<file path="src/sv/udpgen_pkg.sv">
// ----------------------------------------------------------------------------
// udpgen_pkg
// Shared types and constants for the UDP/IPv4 frame generator.
// ----------------------------------------------------------------------------
package udpgen_pkg;

    localparam int SLOT_BYTES = 2048;
    localparam int HDR_BYTES  = 42;

    // payload length limit: what fits in the slot and in 11 bits
    localparam logic [10:0] LEN_CAP =
        11'((SLOT_BYTES - HDR_BYTES) < 2047 ? (SLOT_BYTES - HDR_BYTES) : 2047);

    localparam logic [5:0] LAST_OFF = 6'(HDR_BYTES);

    // configuration register indexes
    localparam logic REG_MIN_PAYLOAD = 1'b0;
    localparam logic REG_MAX_PAYLOAD = 1'b1;

    localparam logic [10:0] MIN_PAYLOAD_RST = 11'd18;
    localparam logic [10:0] MAX_PAYLOAD_RST = 11'd1472;

    localparam logic [10:0] PORT_MOD   = 11'd1000;
    localparam logic [15:0] SPORT_BASE = 16'd1024;
    localparam logic [15:0] DPORT      = 16'd8080;
    localparam logic [15:0] ETHERTYPE  = 16'h0800;
    localparam logic [15:0] IP_LEN_OFS = 16'd28;
    localparam logic [15:0] UDP_LEN_OFS = 16'd8;
    localparam logic [31:0] SRC_IP_BASE = 32'h0A00_0001;
    localparam logic [31:0] DST_IP      = 32'hC0A8_0101;
    localparam logic [7:0]  IP_VER_IHL  = 8'h45;
    localparam logic [7:0]  IP_TTL      = 8'd64;
    localparam logic [7:0]  IP_PROTO    = 8'd17;
    localparam logic [7:0]  MAC_LOCAL   = 8'h02;
    localparam logic [15:0] CSUM_MASK   = 16'hFFFF;

    // fixed header words of the checksum: version/tos, ttl/proto,
    // source IP high word, base of source IP low word, destination IP
    localparam logic [18:0] CSUM_FIXED =
        19'({IP_VER_IHL, 8'h00}) + 19'({IP_TTL, IP_PROTO})
        + 19'(SRC_IP_BASE[31:16]) + 19'(SRC_IP_BASE[15:0])
        + 19'(DST_IP[31:16]) + 19'(DST_IP[15:0]);

    typedef enum logic [1:0] {
        FS_IDLE,
        FS_DIV,
        FS_LEN,
        FS_SUM
    } t_front_state;

    // one frame as handed from the front end to the byte sequencer
    typedef struct packed {
        logic [31:0] idx;
        logic [10:0] len;
        logic [15:0] csum;
        logic [9:0]  port_rem;
    } t_desc;

endpackage

</file>
<file path="src/sv/udpgen_front.sv">
// ----------------------------------------------------------------------------
// udpgen_front
// Takes a packet index, works out the length remainder bit-serially and the
// source port remainder by folding, and builds the frame descriptor (length,
// header checksum, source port remainder).
// ----------------------------------------------------------------------------
module udpgen_front
    import udpgen_pkg::*;
(
    input  logic        i_clk,
    input  logic        i_rst_n,
    input  logic        i_push,
    output logic        o_full,
    input  logic [31:0] i_packet_index,
    input  logic [10:0] i_min_payload,
    input  logic [10:0] i_max_payload,
    input  logic        i_q_full,
    output logic        o_q_push,
    output t_desc       o_q_desc
);

    t_front_state r_state, n_state;
    logic [31:0]  r_idx, r_shift;
    logic [4:0]   r_cnt;
    logic [10:0]  r_lo;
    logic [11:0]  r_div;
    logic [11:0]  r_rem;
    logic [17:0]  r_pm;
    logic [9:0]   r_rem1k;
    logic [10:0]  r_len;

    logic         accept;
    logic [10:0]  hi_eff;
    logic [12:0]  trial;
    logic [12:0]  trial_red;
    logic [17:0]  pm_bytes;
    logic [17:0]  pm_fold;
    logic [9:0]   pm_red;
    logic [11:0]  len_sum;
    logic [15:0]  ip_len;
    logic [18:0]  csum_raw;
    logic [16:0]  fold1;
    logic [15:0]  fold2;

    // next state
    always_comb begin
        n_state = r_state;
        unique case (r_state)
            FS_IDLE: if (accept) n_state = FS_DIV;
            FS_DIV:  if (r_cnt == 5'd31) n_state = FS_LEN;
            FS_LEN:  n_state = FS_SUM;
            FS_SUM: begin
                if (!i_q_full) n_state = accept ? FS_DIV : FS_IDLE;
            end
            default: n_state = FS_IDLE;
        endcase
    end

    // outputs
    always_comb begin
        o_full   = 1'b1;
        o_q_push = 1'b0;
        unique case (r_state)
            FS_IDLE: o_full = 1'b0;
            FS_SUM: begin
                o_full   = i_q_full;
                o_q_push = !i_q_full;
            end
            default: ;
        endcase
    end

    assign accept = i_push && !o_full;
    assign hi_eff = (i_max_payload < i_min_payload) ? i_min_payload : i_max_payload;

    // one restoring step per cycle for the length remainder
    always_comb begin
        trial     = {r_rem, r_shift[31]};
        trial_red = (trial >= {1'b0, r_div}) ? trial - {1'b0, r_div} : trial;
    end

    // port remainder: bytes weighted by 256^k mod 1000, then folded
    // twice using 1024 = 24 mod 1000, then one trim
    always_comb begin
        pm_bytes = {10'd0, r_idx[7:0]} + {2'd0, r_idx[15:8], 8'd0}
                   + {10'd0, r_idx[23:16]} * 18'd536
                   + {10'd0, r_idx[31:24]} * 18'd216;
        pm_fold  = {8'd0, r_pm[9:0]} + {10'd0, r_pm[17:10]} * 18'd24;
        pm_red   = (r_pm >= {7'd0, PORT_MOD}) ? 10'(r_pm - {7'd0, PORT_MOD})
                                               : r_pm[9:0];
    end

    assign len_sum = {1'b0, r_lo} + r_rem;

    // ones-complement header sum, folded twice
    always_comb begin
        ip_len   = IP_LEN_OFS + {5'd0, r_len};
        csum_raw = CSUM_FIXED + {3'd0, ip_len} + {3'd0, r_idx[15:0]}
                   + {11'd0, r_idx[7:0]};
        fold1    = {1'b0, csum_raw[15:0]} + {14'd0, csum_raw[18:16]};
        fold2    = fold1[15:0] + {15'd0, fold1[16]};
    end

    assign o_q_desc.idx      = r_idx;
    assign o_q_desc.len      = r_len;
    assign o_q_desc.csum     = ~fold2 & CSUM_MASK;
    assign o_q_desc.port_rem = r_rem1k;

    always_ff @(posedge i_clk) begin
        if (!i_rst_n) begin
            r_state <= FS_IDLE;
        end else begin
            r_state <= n_state;
        end
    end

    always_ff @(posedge i_clk) begin
        if (accept) begin
            r_idx   <= i_packet_index;
            r_shift <= i_packet_index;
            r_cnt   <= 5'd0;
            r_lo    <= i_min_payload;
            r_div   <= {1'b0, hi_eff} - {1'b0, i_min_payload} + 12'd1;
            r_rem   <= 12'd0;
        end else if (r_state == FS_DIV) begin
            r_shift <= {r_shift[30:0], 1'b0};
            r_cnt   <= r_cnt + 5'd1;
            r_rem   <= trial_red[11:0];
            if (r_cnt == 5'd0) begin
                r_pm <= pm_bytes;
            end else if (r_cnt < 5'd3) begin
                r_pm <= pm_fold;
            end else if (r_cnt == 5'd3) begin
                r_rem1k <= pm_red;
            end
        end
        if (r_state == FS_LEN) begin
            r_len <= (len_sum > {1'b0, LEN_CAP}) ? LEN_CAP : len_sum[10:0];
        end
    end

endmodule

</file>
<file path="src/sv/udpgen_queue.sv">
// ----------------------------------------------------------------------------
// udpgen_queue
// Two-deep descriptor queue between the front end and the byte sequencer.
// ----------------------------------------------------------------------------
module udpgen_queue
    import udpgen_pkg::*;
(
    input  logic  i_clk,
    input  logic  i_rst_n,
    input  logic  i_push,
    input  t_desc i_desc,
    output logic  o_full,
    input  logic  i_pop,
    output logic  o_avail,
    output t_desc o_desc
);

    t_desc      r_mem [2];
    logic       r_wp, r_rp;
    logic [1:0] r_cnt;

    assign o_full  = (r_cnt == 2'd2);
    assign o_avail = (r_cnt != 2'd0);
    assign o_desc  = r_mem[r_rp];

    always_ff @(posedge i_clk) begin
        if (i_push) begin
            r_mem[r_wp] <= i_desc;
        end
    end

    always_ff @(posedge i_clk) begin
        if (!i_rst_n) begin
            r_wp  <= 1'b0;
            r_rp  <= 1'b0;
            r_cnt <= 2'd0;
        end else begin
            if (i_push) r_wp <= !r_wp;
            if (i_pop)  r_rp <= !r_rp;
            r_cnt <= r_cnt + {1'b0, i_push} - {1'b0, i_pop};
        end
    end

endmodule

</file>
<file path="src/sv/udpgen_back.sv">
// ----------------------------------------------------------------------------
// udpgen_back
// Byte sequencer: walks a descriptor through the 43 frame offsets into a
// registered output word.
// ----------------------------------------------------------------------------
module udpgen_back
    import udpgen_pkg::*;
(
    input  logic        i_clk,
    input  logic        i_rst_n,
    input  logic        i_q_avail,
    input  t_desc       i_q_desc,
    output logic        o_q_pop,
    output logic        o_empty,
    input  logic        i_pop,
    output logic [7:0]  o_data_byte,
    output logic [5:0]  o_byte_offset,
    output logic        o_last_byte,
    output logic [10:0] o_payload_length
);

    logic        r_busy;
    logic [5:0]  r_off;
    t_desc       r_d;
    logic        r_ov;
    logic [7:0]  r_byte;
    logic [5:0]  r_ofs_out;
    logic        r_last;
    logic [10:0] r_len_out;

    logic        emit, at_last, load;
    logic [15:0] ip_len, udp_len, sport;
    logic [8:0]  sip_lo;
    logic [7:0]  cur_byte;

    assign emit    = r_busy && (!r_ov || i_pop);
    assign at_last = (r_off == LAST_OFF);
    assign load    = i_q_avail && (!r_busy || (emit && at_last));
    assign o_q_pop = load;

    always_comb begin
        ip_len  = IP_LEN_OFS + {5'd0, r_d.len};
        udp_len = UDP_LEN_OFS + {5'd0, r_d.len};
        sport   = SPORT_BASE + {6'd0, r_d.port_rem};
        // low byte of the source IP can carry into the byte above it
        sip_lo  = {1'b0, r_d.idx[7:0]} + {1'b0, SRC_IP_BASE[7:0]};
    end

    always_comb begin
        unique case (r_off)
            6'd0, 6'd6: cur_byte = MAC_LOCAL;
            6'd5:       cur_byte = 8'h01;
            6'd11:      cur_byte = 8'h02;
            6'd12:      cur_byte = ETHERTYPE[15:8];
            6'd13:      cur_byte = ETHERTYPE[7:0];
            6'd14:      cur_byte = IP_VER_IHL;
            6'd16:      cur_byte = ip_len[15:8];
            6'd17:      cur_byte = ip_len[7:0];
            6'd18:      cur_byte = r_d.idx[15:8];
            6'd19:      cur_byte = r_d.idx[7:0];
            6'd22:      cur_byte = IP_TTL;
            6'd23:      cur_byte = IP_PROTO;
            6'd24:      cur_byte = r_d.csum[15:8];
            6'd25:      cur_byte = r_d.csum[7:0];
            6'd26:      cur_byte = SRC_IP_BASE[31:24];
            6'd27:      cur_byte = SRC_IP_BASE[23:16];
            6'd28:      cur_byte = SRC_IP_BASE[15:8] + {7'd0, sip_lo[8]};
            6'd29:      cur_byte = sip_lo[7:0];
            6'd30:      cur_byte = DST_IP[31:24];
            6'd31:      cur_byte = DST_IP[23:16];
            6'd32:      cur_byte = DST_IP[15:8];
            6'd33:      cur_byte = DST_IP[7:0];
            6'd34:      cur_byte = sport[15:8];
            6'd35:      cur_byte = sport[7:0];
            6'd36:      cur_byte = DPORT[15:8];
            6'd37:      cur_byte = DPORT[7:0];
            6'd38:      cur_byte = udp_len[15:8];
            6'd39:      cur_byte = udp_len[7:0];
            6'd42:      cur_byte = r_d.idx[7:0];
            default:    cur_byte = 8'h00;
        endcase
    end

    always_ff @(posedge i_clk) begin
        if (!i_rst_n) begin
            r_busy <= 1'b0;
            r_ov   <= 1'b0;
        end else begin
            if (load) begin
                r_busy <= 1'b1;
            end else if (emit && at_last) begin
                r_busy <= 1'b0;
            end
            if (emit) begin
                r_ov <= 1'b1;
            end else if (i_pop) begin
                r_ov <= 1'b0;
            end
        end
    end

    always_ff @(posedge i_clk) begin
        if (load) begin
            r_d   <= i_q_desc;
            r_off <= 6'd0;
        end else if (emit) begin
            r_off <= r_off + 6'd1;
        end
        if (emit) begin
            r_byte    <= cur_byte;
            r_ofs_out <= r_off;
            r_last    <= at_last;
            r_len_out <= r_d.len;
        end
    end

    assign o_empty          = !r_ov;
    assign o_data_byte      = r_byte;
    assign o_byte_offset    = r_ofs_out;
    assign o_last_byte      = r_last;
    assign o_payload_length = r_len_out;

endmodule

</file>
<file path="src/sv/udp_ipv4_frame_generator.sv">
// ----------------------------------------------------------------------------
// udp_ipv4_frame_generator
// Emits the 42-byte Ethernet/IPv4/UDP header and one pattern byte per index.
// ----------------------------------------------------------------------------
// Path: an accepted index runs through the front end's 32-step serial remainder
//   unit, its length and sum states, the queue and the output word to the ports.
// Throughput: one byte per cycle while the reader keeps popping, set by the byte
//   sequencer; the front end runs ahead, buffered by the descriptor queue.
// Reset: synchronous; registers return to min 18 / max 1472, queue and
//   output word are emptied.
module udp_ipv4_frame_generator
    import udpgen_pkg::*;
(
    input  logic        i_clk,
    input  logic        i_rst_n,
    input  logic        i_cfg_wr,
    input  logic        i_cfg_idx,
    input  logic [10:0] i_cfg_data,
    input  logic        i_push,
    output logic        o_full,
    input  logic [31:0] i_packet_index,
    output logic        o_empty,
    input  logic        i_pop,
    output logic [7:0]  o_data_byte,
    output logic [5:0]  o_byte_offset,
    output logic        o_last_byte,
    output logic [10:0] o_payload_length
);

    logic [10:0] r_min_payload, r_max_payload;
    logic        q_push, q_full, q_avail, q_pop;
    t_desc       q_in, q_out;

    always_ff @(posedge i_clk) begin
        if (!i_rst_n) begin
            r_min_payload <= MIN_PAYLOAD_RST;
            r_max_payload <= MAX_PAYLOAD_RST;
        end else if (i_cfg_wr) begin
            unique case (i_cfg_idx)
                REG_MIN_PAYLOAD: r_min_payload <= i_cfg_data;
                REG_MAX_PAYLOAD: r_max_payload <= i_cfg_data;
                default: ;
            endcase
        end
    end

    udpgen_front u_front (
        .i_clk          (i_clk),
        .i_rst_n        (i_rst_n),
        .i_push         (i_push),
        .o_full         (o_full),
        .i_packet_index (i_packet_index),
        .i_min_payload  (r_min_payload),
        .i_max_payload  (r_max_payload),
        .i_q_full       (q_full),
        .o_q_push       (q_push),
        .o_q_desc       (q_in)
    );

    udpgen_queue u_queue (
        .i_clk   (i_clk),
        .i_rst_n (i_rst_n),
        .i_push  (q_push),
        .i_desc  (q_in),
        .o_full  (q_full),
        .i_pop   (q_pop),
        .o_avail (q_avail),
        .o_desc  (q_out)
    );

    udpgen_back u_back (
        .i_clk            (i_clk),
        .i_rst_n          (i_rst_n),
        .i_q_avail        (q_avail),
        .i_q_desc         (q_out),
        .o_q_pop          (q_pop),
        .o_empty          (o_empty),
        .i_pop            (i_pop),
        .o_data_byte      (o_data_byte),
        .o_byte_offset    (o_byte_offset),
        .o_last_byte      (o_last_byte),
        .o_payload_length (o_payload_length)
    );

    a_queue_no_overflow: assert property (@(posedge i_clk) disable iff (!i_rst_n)
        !(q_push && q_full))
        else $error("descriptor queue written while full");

    a_last_at_end: assert property (@(posedge i_clk) disable iff (!i_rst_n)
        !o_empty |-> (o_last_byte == (o_byte_offset == LAST_OFF)))
        else $error("last flag off the final offset");

    a_len_capped: assert property (@(posedge i_clk) disable iff (!i_rst_n)
        !o_empty |-> (o_payload_length <= LEN_CAP))
        else $error("payload length above slot limit");

    a_frame_restart: assert property (@(posedge i_clk) disable iff (!i_rst_n)
        (!o_empty && i_pop && o_last_byte) |=> (o_empty || o_byte_offset == 6'd0))
        else $error("frame did not restart at offset zero");

endmodule
</file>
<file path="config.mk">
export PLATFORM = sky130hd
export DESIGN_NAME = udp_ipv4_frame_generator
export DESIGN_NICKNAME = d
export VERILOG_FILES = /design/src/sv/udpgen_pkg.sv /design/src/sv/udpgen_front.sv /design/src/sv/udpgen_queue.sv /design/src/sv/udpgen_back.sv /design/src/sv/udp_ipv4_frame_generator.sv
export SDC_FILE = /design/constraint.sdc
export NUM_CORES = 1
export LEC_CHECK = 0
export BUFFER_PORTS_ARGS = -buffer_cell sky130_fd_sc_hd__clkbuf_2
export CORE_MARGIN = 3
export CORE_UTILIZATION = 35
export DETAILED_ROUTE_END_ITERATION = 10
export SYNTH_ARGS = -nofsm -noshare
export SYNTH_HDL_FRONTEND = slang
export SYNTH_SLANG_ARGS = --single-unit
</file>
<file path="constraint.sdc">
create_clock -name i_clk -period 15.3 [get_ports i_clk]
set_clock_uncertainty 0.05 [all_clocks]
set_input_delay 1.53 -clock i_clk [delete_from_list [all_inputs] [get_ports i_clk]]
set_output_delay 1.53 -clock i_clk [all_outputs]
set_load 0.005 [all_outputs]
</file>
; After elaboration in Yosys (flattened, before gate mapping)
; Memory sizes are Yosys's and may differ from the RTL's. A register that Yosys moved wholly into a read port is not among the register bits.
; Cells that the tools add are included.
; W data, S select, Z words.
[op_classes]
bitwise_logic = 5
n_lt_le_gt_ge = 5
n_mul = 3
add_sub_neg = 23
reduce_logical = 28
div_mod_pow = 0
shift = 0
n_mux = 21
eq_ne = 36
[op_table]
columns = op, count
row1 = $pmux W8 S23, 1
row2 = $eq A6 B5 Y1 const B, 13
row3 = $mux W32, 2
row4 = $eq A6 B6 Y1 const B, 9
row5 = $mux W18, 2
row6 = $add A5 B11 Y12 const A, 2
row7 = $add A19 B16 Y19, 1
row8 = $add A19 B8 Y19, 1
row9 = $add A17 B16 Y18 const A, 1
row10 = $add A18 B16 Y18, 1
row11 = $add A18 B18 Y18, 1
row12 = $eq A6 B4 Y1 const B, 3
row13 = $ge A18 B10 Y1 const B, 1
row14 = $add A16 B3 Y17, 1
row15 = $add A8 B16 Y17, 1
row16 = $add A16 B1 Y16, 1
row17 = $not A16 Y16, 1
row18 = $mul A8 B7 Y15 const B, 1
row19 = $add A10 B13 Y14, 1
row20 = $ge A13 B12 Y1, 1
row21 = $mul A8 B5 Y13 const B, 1
row22 = $add A11 B10 Y12 const A, 1
row23 = $add A11 B12 Y12, 1
row24 = $add A12 B1 Y12 const B, 1
row25 = other kinds (40), 72
[totals]
rom_bits = 0
mem_count = 1
out_inout_bits = 28
reg_bits = 205
mem_bits_rw = 138
latchBits = 0
wordCells = 144
input_bits = 49
[mem_list]
columns = memory, depth, word_bits, read_ports, rd_clocked_by_memory_dff, write_ports, line_no
row1 = u_queue.r_mem, 2, 69, 1, 1, 1, udpgen_queue.sv:18  ; t_desc r_mem [2];

; Longest topological paths before layout
; Gate-level depths: netlist of run 1.
[logic_depth]
depth_word = 7
depth_mapped = 35
mapped_depth_nobuf = 35

; Cells and area by module
; Synthesis of run 1 repeated with hierarchy kept, for this count alone.
[hier_totals]
hier_cells = 1917
hier_area_um2 = 22407.7
[modules_own_cells]
columns = mod, seq_area_each_um2, area_per_inst_um2, instances, cells_per_inst
row1 = udpgen_front, 4164.0, 12258.0, 1, 1274
row2 = udpgen_queue, 4244.1, 5248.8, 1, 236
row3 = udpgen_back, 2532.4, 4013.8, 1, 314
row4 = udp_ipv4_frame_generator, 440.4, 887.1, 1, 93

; Worst setup path before layout of run 1
; No wires, ideal clock.
[synth_path]
kind = flip-flop to flip-flop
from = register u_front.r_len[2]
to = memory u_queue.r_mem[0][24] (netlist name), data pin
required_time_ns = 14.981
synth_period_minus_slack_ns = 6.501
path_buffers = 0
path_slack_ns = 8.799
arrival_time_ns = 6.182
path_stages_with_launch = 35
setup_ns = 0.269
path_cell_list = edfxtp_1 inv_1 ha_1 o21ai_0 nor2_1 nand2_1 a21oi_1 nor2_1 o22a_1 xnor2_1 fa_1 ha_1 o21a_1 o21ai_0 a22oi_1 a31oi_1 a21oi_1 a21o_1 a21oi_1 ha_1 fa_1 nand3b_1 nor2_1 nand2_1 nor3_1 nand3_1 nor2_1 ha_1 ha_1 nand2_1 or3_1 or3_1 nor3_1 a22oi_1 xor2_1
[synth_lines]
columns = item, line_no
row1 = "start, declared", udpgen_front.sv:30  ; logic [10:0] r_len;
row2 = "start signal, assigned", udpgen_front.sv:138  ; r_len <= (len_sum > {1'b0, LEN_CAP}) ? LEN_CAP : len_sum[10:0];
row3 = "end, declared", udpgen_queue.sv:18

==> results.md, run 1 <==
- The slew at the pin with the worst max-slew slack is 1.21 ns.
- TritonCTS built the clock tree.
- The via count is 13300.
- The cell with the most instances on the worst path is ha_1.
- The top layer used by detailed routing is met4.
- The final design instance area without fill is 0.0233 sq mm.
- The flow ran to the end, and the final reports show no timing, DRC or antenna violations.
- The via count of the first global-routing pass is 13300.
- The average wire per standard cell is 16.5 um.
- The startpoint identified for the worst register-to-register timing path is u_front.r_len[2].
- The cell type contributing the most total cell area after synthesis is edfxtp_1.
- The post-synthesis to final-layout area growth is 12.7%.
- At the worst endpoint, the required time is 15.52 ns.
- The number of violations reported at the end of detailed-routing iteration 0 is 792.
- The die is 249 um tall.
- The number of antenna diodes in the final layout is 0.
- Once the floorplan was initialized, standard cells occupied 35.6% of the core.
- The number of sinks handled by clock tree synthesis is 364.
- Once placement finished, the instance area stood at 0.0220 sq mm.
- After routing, the total negative slack on setup checks comes to 0 ns.
- The proportion of register bits with asynchronous set or reset after synthesis is 0%.
- In this run the clock root is driven by a clkbuf_16.
- The core outline area is 0.0581 sq mm.
- Setup violations remaining at the end of the flow were counted as 0.
- The top-area cell type share of the netlist area is 45.1%.
- The clock latency at the later pin of the worst-skew pair is 0.55 ns.
- The peak clock frequency supported by timing is 137 MHz.
- Setup repair after global routing left no endpoint under its margin.
- The worst setup path is of the reg -> reg kind.
- For hold timing, the worst endpoint is u_front.r_rem1k[1].
- The tightest min-delay check is of the reg -> reg type.
- The detailed-placement wirelength estimate is 33.2 mm.
- The number of standard cells after synthesis is 1831.
- Gates resized during post-CTS repair numbered 0.
- Post-CTS timing repair inserted 0 buffers for setup.
- The predominant post-synthesis flop cell is edfxtp_1.
- The final global-route overflow total is 0.
- After synthesis the netlist holds a flip-flop and latch count of 364.
- After detailed routing, the number of remaining DRC violations is 0.
- Of the cells placed in the final design, the portion with a size suffix greater than 1 is 12.3%.
- The worst pin sits at a relative slew slack of 19.2%.
- The number of buffers on the longest clock path is 3.
- In this run the register-to-register setup slack is 8.01 ns.
- The endpoint of the most critical register-to-register path is u_queue.r_mem[0][24].
- The category of the worst setup path capture point is a flop.
- The sequential fraction of the synthesis area is 50.2%.
- The mean cell area of the mapped netlist is 11.3 sq um.
- During synthesis, Yosys emitted a total of 0 warnings.
- For the worst setup path, the data arrival time is 7.51 ns.
- The max-capacitance violation count is 0.
- The number of placed instances, taps included is 2634.
- The horizontal die dimension is 249 um.
- The number of stages on the worst hold path is 0.
- The total I/O pin count is 77.
- The total global routing track utilization is 14.3%.
- The total length of routed met3 wires is 1.98 mm.
- The per-cell via count in the routed design is 4.89.
- The global-route wire length before repair is 71.8 mm.
- The floorplan step defined a die boundary enclosing 0.0621 sq mm.
- The net count of the finished layout is 2189.
- The wire length on met2 is 20.9 mm.
- Along the worst path, the maximum fanout reaches 8.
- The maximum number of pins on one net before global-route repair is 94.
- Input and output buffers added on the ports amount to 76.
- The total wire length is 44.7 mm.
- Clock-pin slew was measured on the worst setup and hold paths at 0.06 ns.
- The number of enable-type register cells in the synthesized netlist is 311.
- The final cell count without fillers is 2710.
- STA classifies the critical path startpoint as a flop.
- The final-report hold violation count is 0.
- The delay contributed by the slowest stage of the critical path is 0.76 ns.
- By area the synthesized netlist is led by edfxtp_1 45%, ha_1 12%, dfxtp_1 5.1%, nand2_1 4.0%, xnor2_1 3.8%.
- The remaining antenna violation count after routing is 0.
- The initial antenna violation count was 0.
- The post-synthesis cell type count is 71.
- The worst-case reg-to-reg path depth is 31.
- Among all cell types in the netlist, the one instantiated most often is edfxtp_1.
- The final critical path time including I/O delays and setup is 7.29 ns.
- The H-tree generated during clock tree synthesis spans 2 levels.
- In this run, CTS created clock tree buffers numbering 41.
- The synthesized area is 0.0207 sq mm.
- The period utilization is 47.6%.
- Among all stages on the critical path, the largest delay is contributed by nor3_1.
- The first TritonRoute pass finished after 6 iterations.
- Row generation in the floorplan step produced 88 rows.
- For this design, the CTS-stage hold fixing added 0 buffers.
- The post-synth net total is 2108.
- The congestion estimate from routability-driven global placement came to 0.864.
- By count the netlist is led by 311 x edfxtp_1, 223 x nand2_1, 196 x ha_1.
- The total routed wire length on the met1 layer is 20.7 mm.
- The total count of max-transition violations in the final report is 0.
- The source of the worst hold timing path is u_front.r_pm[1].
area by class of cell:
class | instances | area, sq um
inverters | 152 | 572
repair buffers | 87 | 463
fillers | 5604 | 34800
flip-flops and latches | 364 | 10400
well taps | 765 | 957
clock inverters | 23 | 186
clock buffers | 53 | 1180
multi-input cells | 1266 | 9570
layer usage:
layer	global-route usage [%]	vias to the layer above
li1	-	6669
met1	19.1	6293
met2	23.6	238
met3	2.57	60
met4	4.59	0
met5	0	-
critical path, delay by kind of cell, from the launching register on:
family	cells	cell delay [ns]
adder cells (fa/ha/maj)	6	1.57
AND/OR/NAND/NOR	13	2.90
XOR/XNOR	2	0.38
AO/OA/AOI/OAI	10	1.63
flip-flops	1	0.46
flip-flops by register name, indices dropped and copies added (netlist names), 12 cells and up:
| register | flops |
|---|---|
| u_front.r_idx | 32 |
| u_front.r_shift | 32 |
| u_front.r_div | 12 |
| u_queue.r_mem | 106 |
| u_front.r_pm | 18 |
| u_back.r_d | 53 |
| u_front.r_rem | 12 |
logic make-up after synthesis:
| logic type | after synthesis | synth area share, % |
|---|---|---|
| simple gates | 500 | 11.1 |
| mux | 84 | 4.46 |
| flops | 364 | 50.2 |
| xor+xnor | 135 | 5.82 |
| other cells | 2 | 0.0363 |
| buf+inv | 201 | 3.66 |
| compound gates | 316 | 9.70 |
| fa+ha+maj | 229 | 15.0 |
metrics by stage:
stage | utilization [%] | hold WS, ns | setup slack [ns]
2_1_floorplan | - | 0.350 | 8.80
3_3_place_gp | 37.8 | 0.360 | 8.17
3_5_place_dp | 37.8 | 0.362 | 8.08
4_1_cts | 40.1 | 0.376 | 8.03
5_1_grt | 40.1 | 0.391 | 7.28
6_report | 40.1 | 0.375 | 8.01
worst max path at each step:
stage	startpoint	end	depth (start not counted)
after floorplan	u_front.r_len[2]	u_queue.r_mem[0][24]	34
after global placement	u_front.r_len[2]	u_queue.r_mem[0][24]	34
after detailed placement	u_front.r_len[2]	u_queue.r_mem[0][24]	31
after CTS	u_front.r_len[2]	u_queue.r_mem[0][24]	31
after global routing	u_front.r_len[2]	u_queue.r_mem[0][24]	31
final	u_front.r_len[2]	u_queue.r_mem[0][24]	31
layout by cell type, fill, tap and decap left out, types with 12 or more instances in the layout:
cell and n:
edfxtp_1 311, nand2_1 223, ha_1 196, inv_1 151, nor2_1 101, xnor2_1 90
a21oi_1 85, clkbuf_2 77, o21ai_0 76, mux2_2 61, dfxtp_1 52, clkbuf_16 44
xor2_1 42, fa_1 32, nand3_1 31, a21boi_0 27, a21o_1 25, nor2b_1 23
nor3_1 19, mux2i_1 19, nand2b_1 18, and3_1 18, nand4_1 15, o21bai_1 13
and2_1 12, o21a_1 12
Power of run 1 is not shown: default switching activity piles up to over one toggle a cycle in this logic, so the estimate is an artifact.
==> run 2, diff against run 1 <==
ABC_AREA = 1   (was default)
clock period = 7.6 ns   (was 15.3 ns; I/O delays follow)
==> run 2 against run 1 <==
Synthesized area rose by 1.7%. Die area increased by 1.6%. First-iteration DRC count up 10%. Flip-flop and latch count stayed put. Final cell count is 16% higher. Non-clock buffer count is the same. Synthesized cell count up 23%. Fmax is 5.8% higher. Utilization down 0.084 points. Critical path depth is 14 higher. Count of clock-buffer cells in the layout unchanged. Sequential share of layout area decreased by 0.74 points. Critical path type unchanged. Critical endpoint is now u_queue.r_mem[0][22]. Highest routed layer unchanged.
==> results.md, run 2 <==
- The run finished with clean final reports.
- By count the netlist is led by 608 x nand2_1, 311 x edfxtp_1, 305 x inv_1.
- The post-route core utilization is 40.0% (-0.084 points).
- The largest registers in the layout are u_queue.r_mem (106), u_back.r_d (53).
- The startpoint type of the worst setup path is a flop.
- The arrival time of the worst setup path was 7.13 ns (-0.38 ns).
- The final-report hold violation count is 0 (unchanged).
- The sequential fraction of the synthesis area is 49.4% (-0.82 points).
- The worst-case reg-to-reg path depth is 45 (+45%).
- The final global-route overflow total is 0 (unchanged).
- The horizontal die dimension is 251 um (+0.80%).
- Setup repair after global routing left no endpoint under its margin.
- The final critical path time including I/O delays and setup is 6.89 ns (-0.398 ns).
- The detailed-placement wirelength estimate is 37.1 mm (+12%).
- The cell that appears most often on the critical path is nand2_1.
- The number of warnings printed during yosys synthesis is 0 (unchanged).
- The area enclosed by the die boundary is 0.0631 sq mm (+1.6%).
- Leaving out fill and tap cells, the most frequent cell in the layout is nand2_1.
- The total I/O pin count was 77 (unchanged).
- The footprint of the multi-input gates is 0.00939 sq mm (-1.9%).
- The required time of the critical path is 7.84 ns (-7.68 ns).
- The total global routing track utilization came to 15.4% (+1.1 points).
- The max-capacitance violation count was 0 (unchanged).
- The fraction of final layout cells sized beyond drive strength 1 was 8.25% (-4.1 points).
- The number of flip-flops in the largest register is 106 (unchanged).
- The family of cells with the greatest summed delay on the critical path is simple AND/OR/NAND/NOR gates.
- The core outline area is 0.0592 sq mm (+1.9%).
- The register with the most flip-flops in the final layout is u_queue.r_mem.
- The via count is 15000 (+13%).
- The top-area cell type share of the netlist area was 44.4% (-0.73 points).
- The H-tree depth is 2 (unchanged).
- TritonCTS built the clock tree.
- The slowest stage of the critical path is the fa_1 cell.
- The count of nets after finishing is 2621 (+20%).
- STA classifies the critical path endpoint as a flop.
- The buffers plus inverters on the worst setup path is 4 (+4).
- The clock latency at the later pin of the worst-skew pair was 0.57 ns (+0.02 ns).
- The count of input and output buffers is 76 (unchanged).
- The remaining antenna violation count after routing came to 0 (unchanged).
- The footprint of the flip-flops and latches is 0.0104 sq mm (unchanged).
- The most numerous cell in the Yosys netlist is nand2_1.
- The total count of max-transition violations in the final report is 0 (unchanged).
- The final number of setup-violating endpoints came to 0 (unchanged).
- The proportion of register bits with asynchronous set or reset after synthesis is 0% (unchanged).
- The post-synthesis cell type count is 54 (-24%).
- The delay contributed by the slowest stage of the critical path is 0.44 ns (-0.32 ns).
- The initial antenna violation count is 0 (unchanged).
- The via count of the first global-routing pass is 14800 (+12%).
- The synthesized area is 0.0210 sq mm (+1.7%).
- The predominant post-synthesis flop cell is edfxtp_1.
- The maximum number of pins on one net before global-route repair is 88 (-6.4%).
- The post-synth net total came to 2523 (+20%).
- The tree is rooted in a clkbuf_16.
- The number of buffers on the longest clock path is 3 (unchanged).
- The mean cell area of the mapped netlist is 9.37 sq um (-17%).
- The period utilization is 90.7% (+43 points).
- The number of stages on the worst hold path is 1 (+1).
- The final weighted congestion in routability-driven placement was 0.898 (+3.9%).
- The DRC violations left is 0 (unchanged).
- The number of sinks handled by clock tree synthesis is 364 (unchanged).
- The class of the most critical hold timing path is in -> reg.
- The clock slew seen by the registers of the worst setup and hold paths is 0.06 ns (about the same).
- The number of violations reported at the end of detailed-routing iteration 0 is 872 (+10%).
- The average wire per standard cell is 15.3 um (-7.1%).
- The initial core utilization is 35.5% (-0.088 points).
- The per-cell via count in the routed design was 4.77 (-2.6%).
- The slew at the pin with the worst max-slew slack is 1.08 ns (-0.123 ns).
- The setup TNS is 0 ns (unchanged).
- The number of cells on the critical path is 45 (+45%).
- The post-synthesis to final-layout area growth came to 12.7% (about the same).
- The critical-path maximum fanout is 5 (-3).
- The remaining max-slew budget at the tightest pin was 27.6% (+8.4 points).
- In the layout the commonest cells are 608 x nand2_1, 311 x edfxtp_1, 304 x inv_1, 196 x ha_1, 150 x nor2_1.
- The cell type contributing the most total cell area after synthesis is edfxtp_1.
- The fill cell instance count of the final layout is 5827 (+4.0%).
- The number of enable-type register cells in the synthesized netlist was 311 (unchanged).
- The number of buffers inserted during clock tree synthesis came to 42 (+2.4%).
- The type of the setup path with the least slack is reg -> reg.
- The vertical die dimension is 251 um (+0.80%).
- The post-synthesis sequential element count came to 364 (unchanged).
- The number of cell rows is 89 (+1.1%).
- The global-route wire length before repair is 77.2 mm (+7.6%).
- Yosys attributes the largest share of cell area to edfxtp_1 44%, ha_1 12%, nand2_1 11%, inv_1 5.4%, dfxtp_1 5.0%.
- The peak clock frequency supported by timing is 145 MHz (+5.8%).
- The total wire length was 48.3 mm (+8.1%).
- The number of standard cells after synthesis is 2246 (+23%).
- The detailed-routing iteration count for the pre-antenna-repair pass is 5 (-1).
run 2: logic make-up (layout without fill, tap and decap cells):
| family | Yosys count | after routing | synth area share (%) |
|---|---|---|---|
| AND/OR/NAND/NOR | 935 | 935 | 18.2 |
| flip-flops | 364 | 364 | 49.4 |
| buffers and inverters | 343 | 474 | 6.14 |
| AO/OA/AOI/OAI | 283 | 283 | 7.63 |
| adder cells (fa/ha/maj) | 228 | 228 | 14.7 |
| XOR/XNOR | 91 | 91 | 3.90 |
| other | 2 | 3 | 0.0357 |
run 2: timing repair:
action	CTS	global route
setup buffers	0	1
endpoints found under the hold margin	0	0
endpoints found under the setup margin	0	8
hold buffers	0	0
gates resized for setup	0	3
run 2: final timing paths:
path,from,to,slack [ns]
worst min-delay path,i_packet_index[20],u_front.r_idx[20],0.33
worst min register to register,u_front.r_pm[2],u_front.r_rem1k[2],0.37
worst max register to register,u_front.r_len[3],u_queue.r_mem[0][22],0.71
worst max-delay path,u_front.r_len[3],u_queue.r_mem[0][22],0.71
run 2: layer usage:
metal,GRT usage [%],up-vias,share of wire [%]
li1,-,7689,-
met1,20.3,6904,46
met2,25.1,340,45
met3,3.11,83,5.2
met4,5.64,0,3.4
met5,0,-,0
run 2: stage by stage:
| stage | hold WS [ns] | instance area [sq um] | instances | worst slack [ns] |
|---|---|---|---|---|
| 3_5_place_dp | 0.355 | 22400 | 3072 | 0.583 |
| 3_3_place_gp | 0.368 | 22400 | 3072 | 0.923 |
| 5_1_grt | 0.300 | 23700 | 3150 | 0.0246 |
| 2_1_floorplan | 0.350 | 21000 | 2246 | 1.51 |
| 4_1_cts | 0.294 | 23700 | 3149 | 0.528 |
| 6_report | 0.329 | 23700 | 3151 | 0.710 |
run 2: layout make-up:
type | instances | area share, %
clock buffers | 53 | 4.87
inverters | 310 | 4.91
well taps | 773 | 4.08
clock inverters | 24 | 0.749
multi-input cells | 1539 | 39.6
flip-flops and latches | 364 | 43.8
diodes | 1 | 0.0105
repair buffers | 87 | 1.95
Power of run 2 is left out for the same reason.
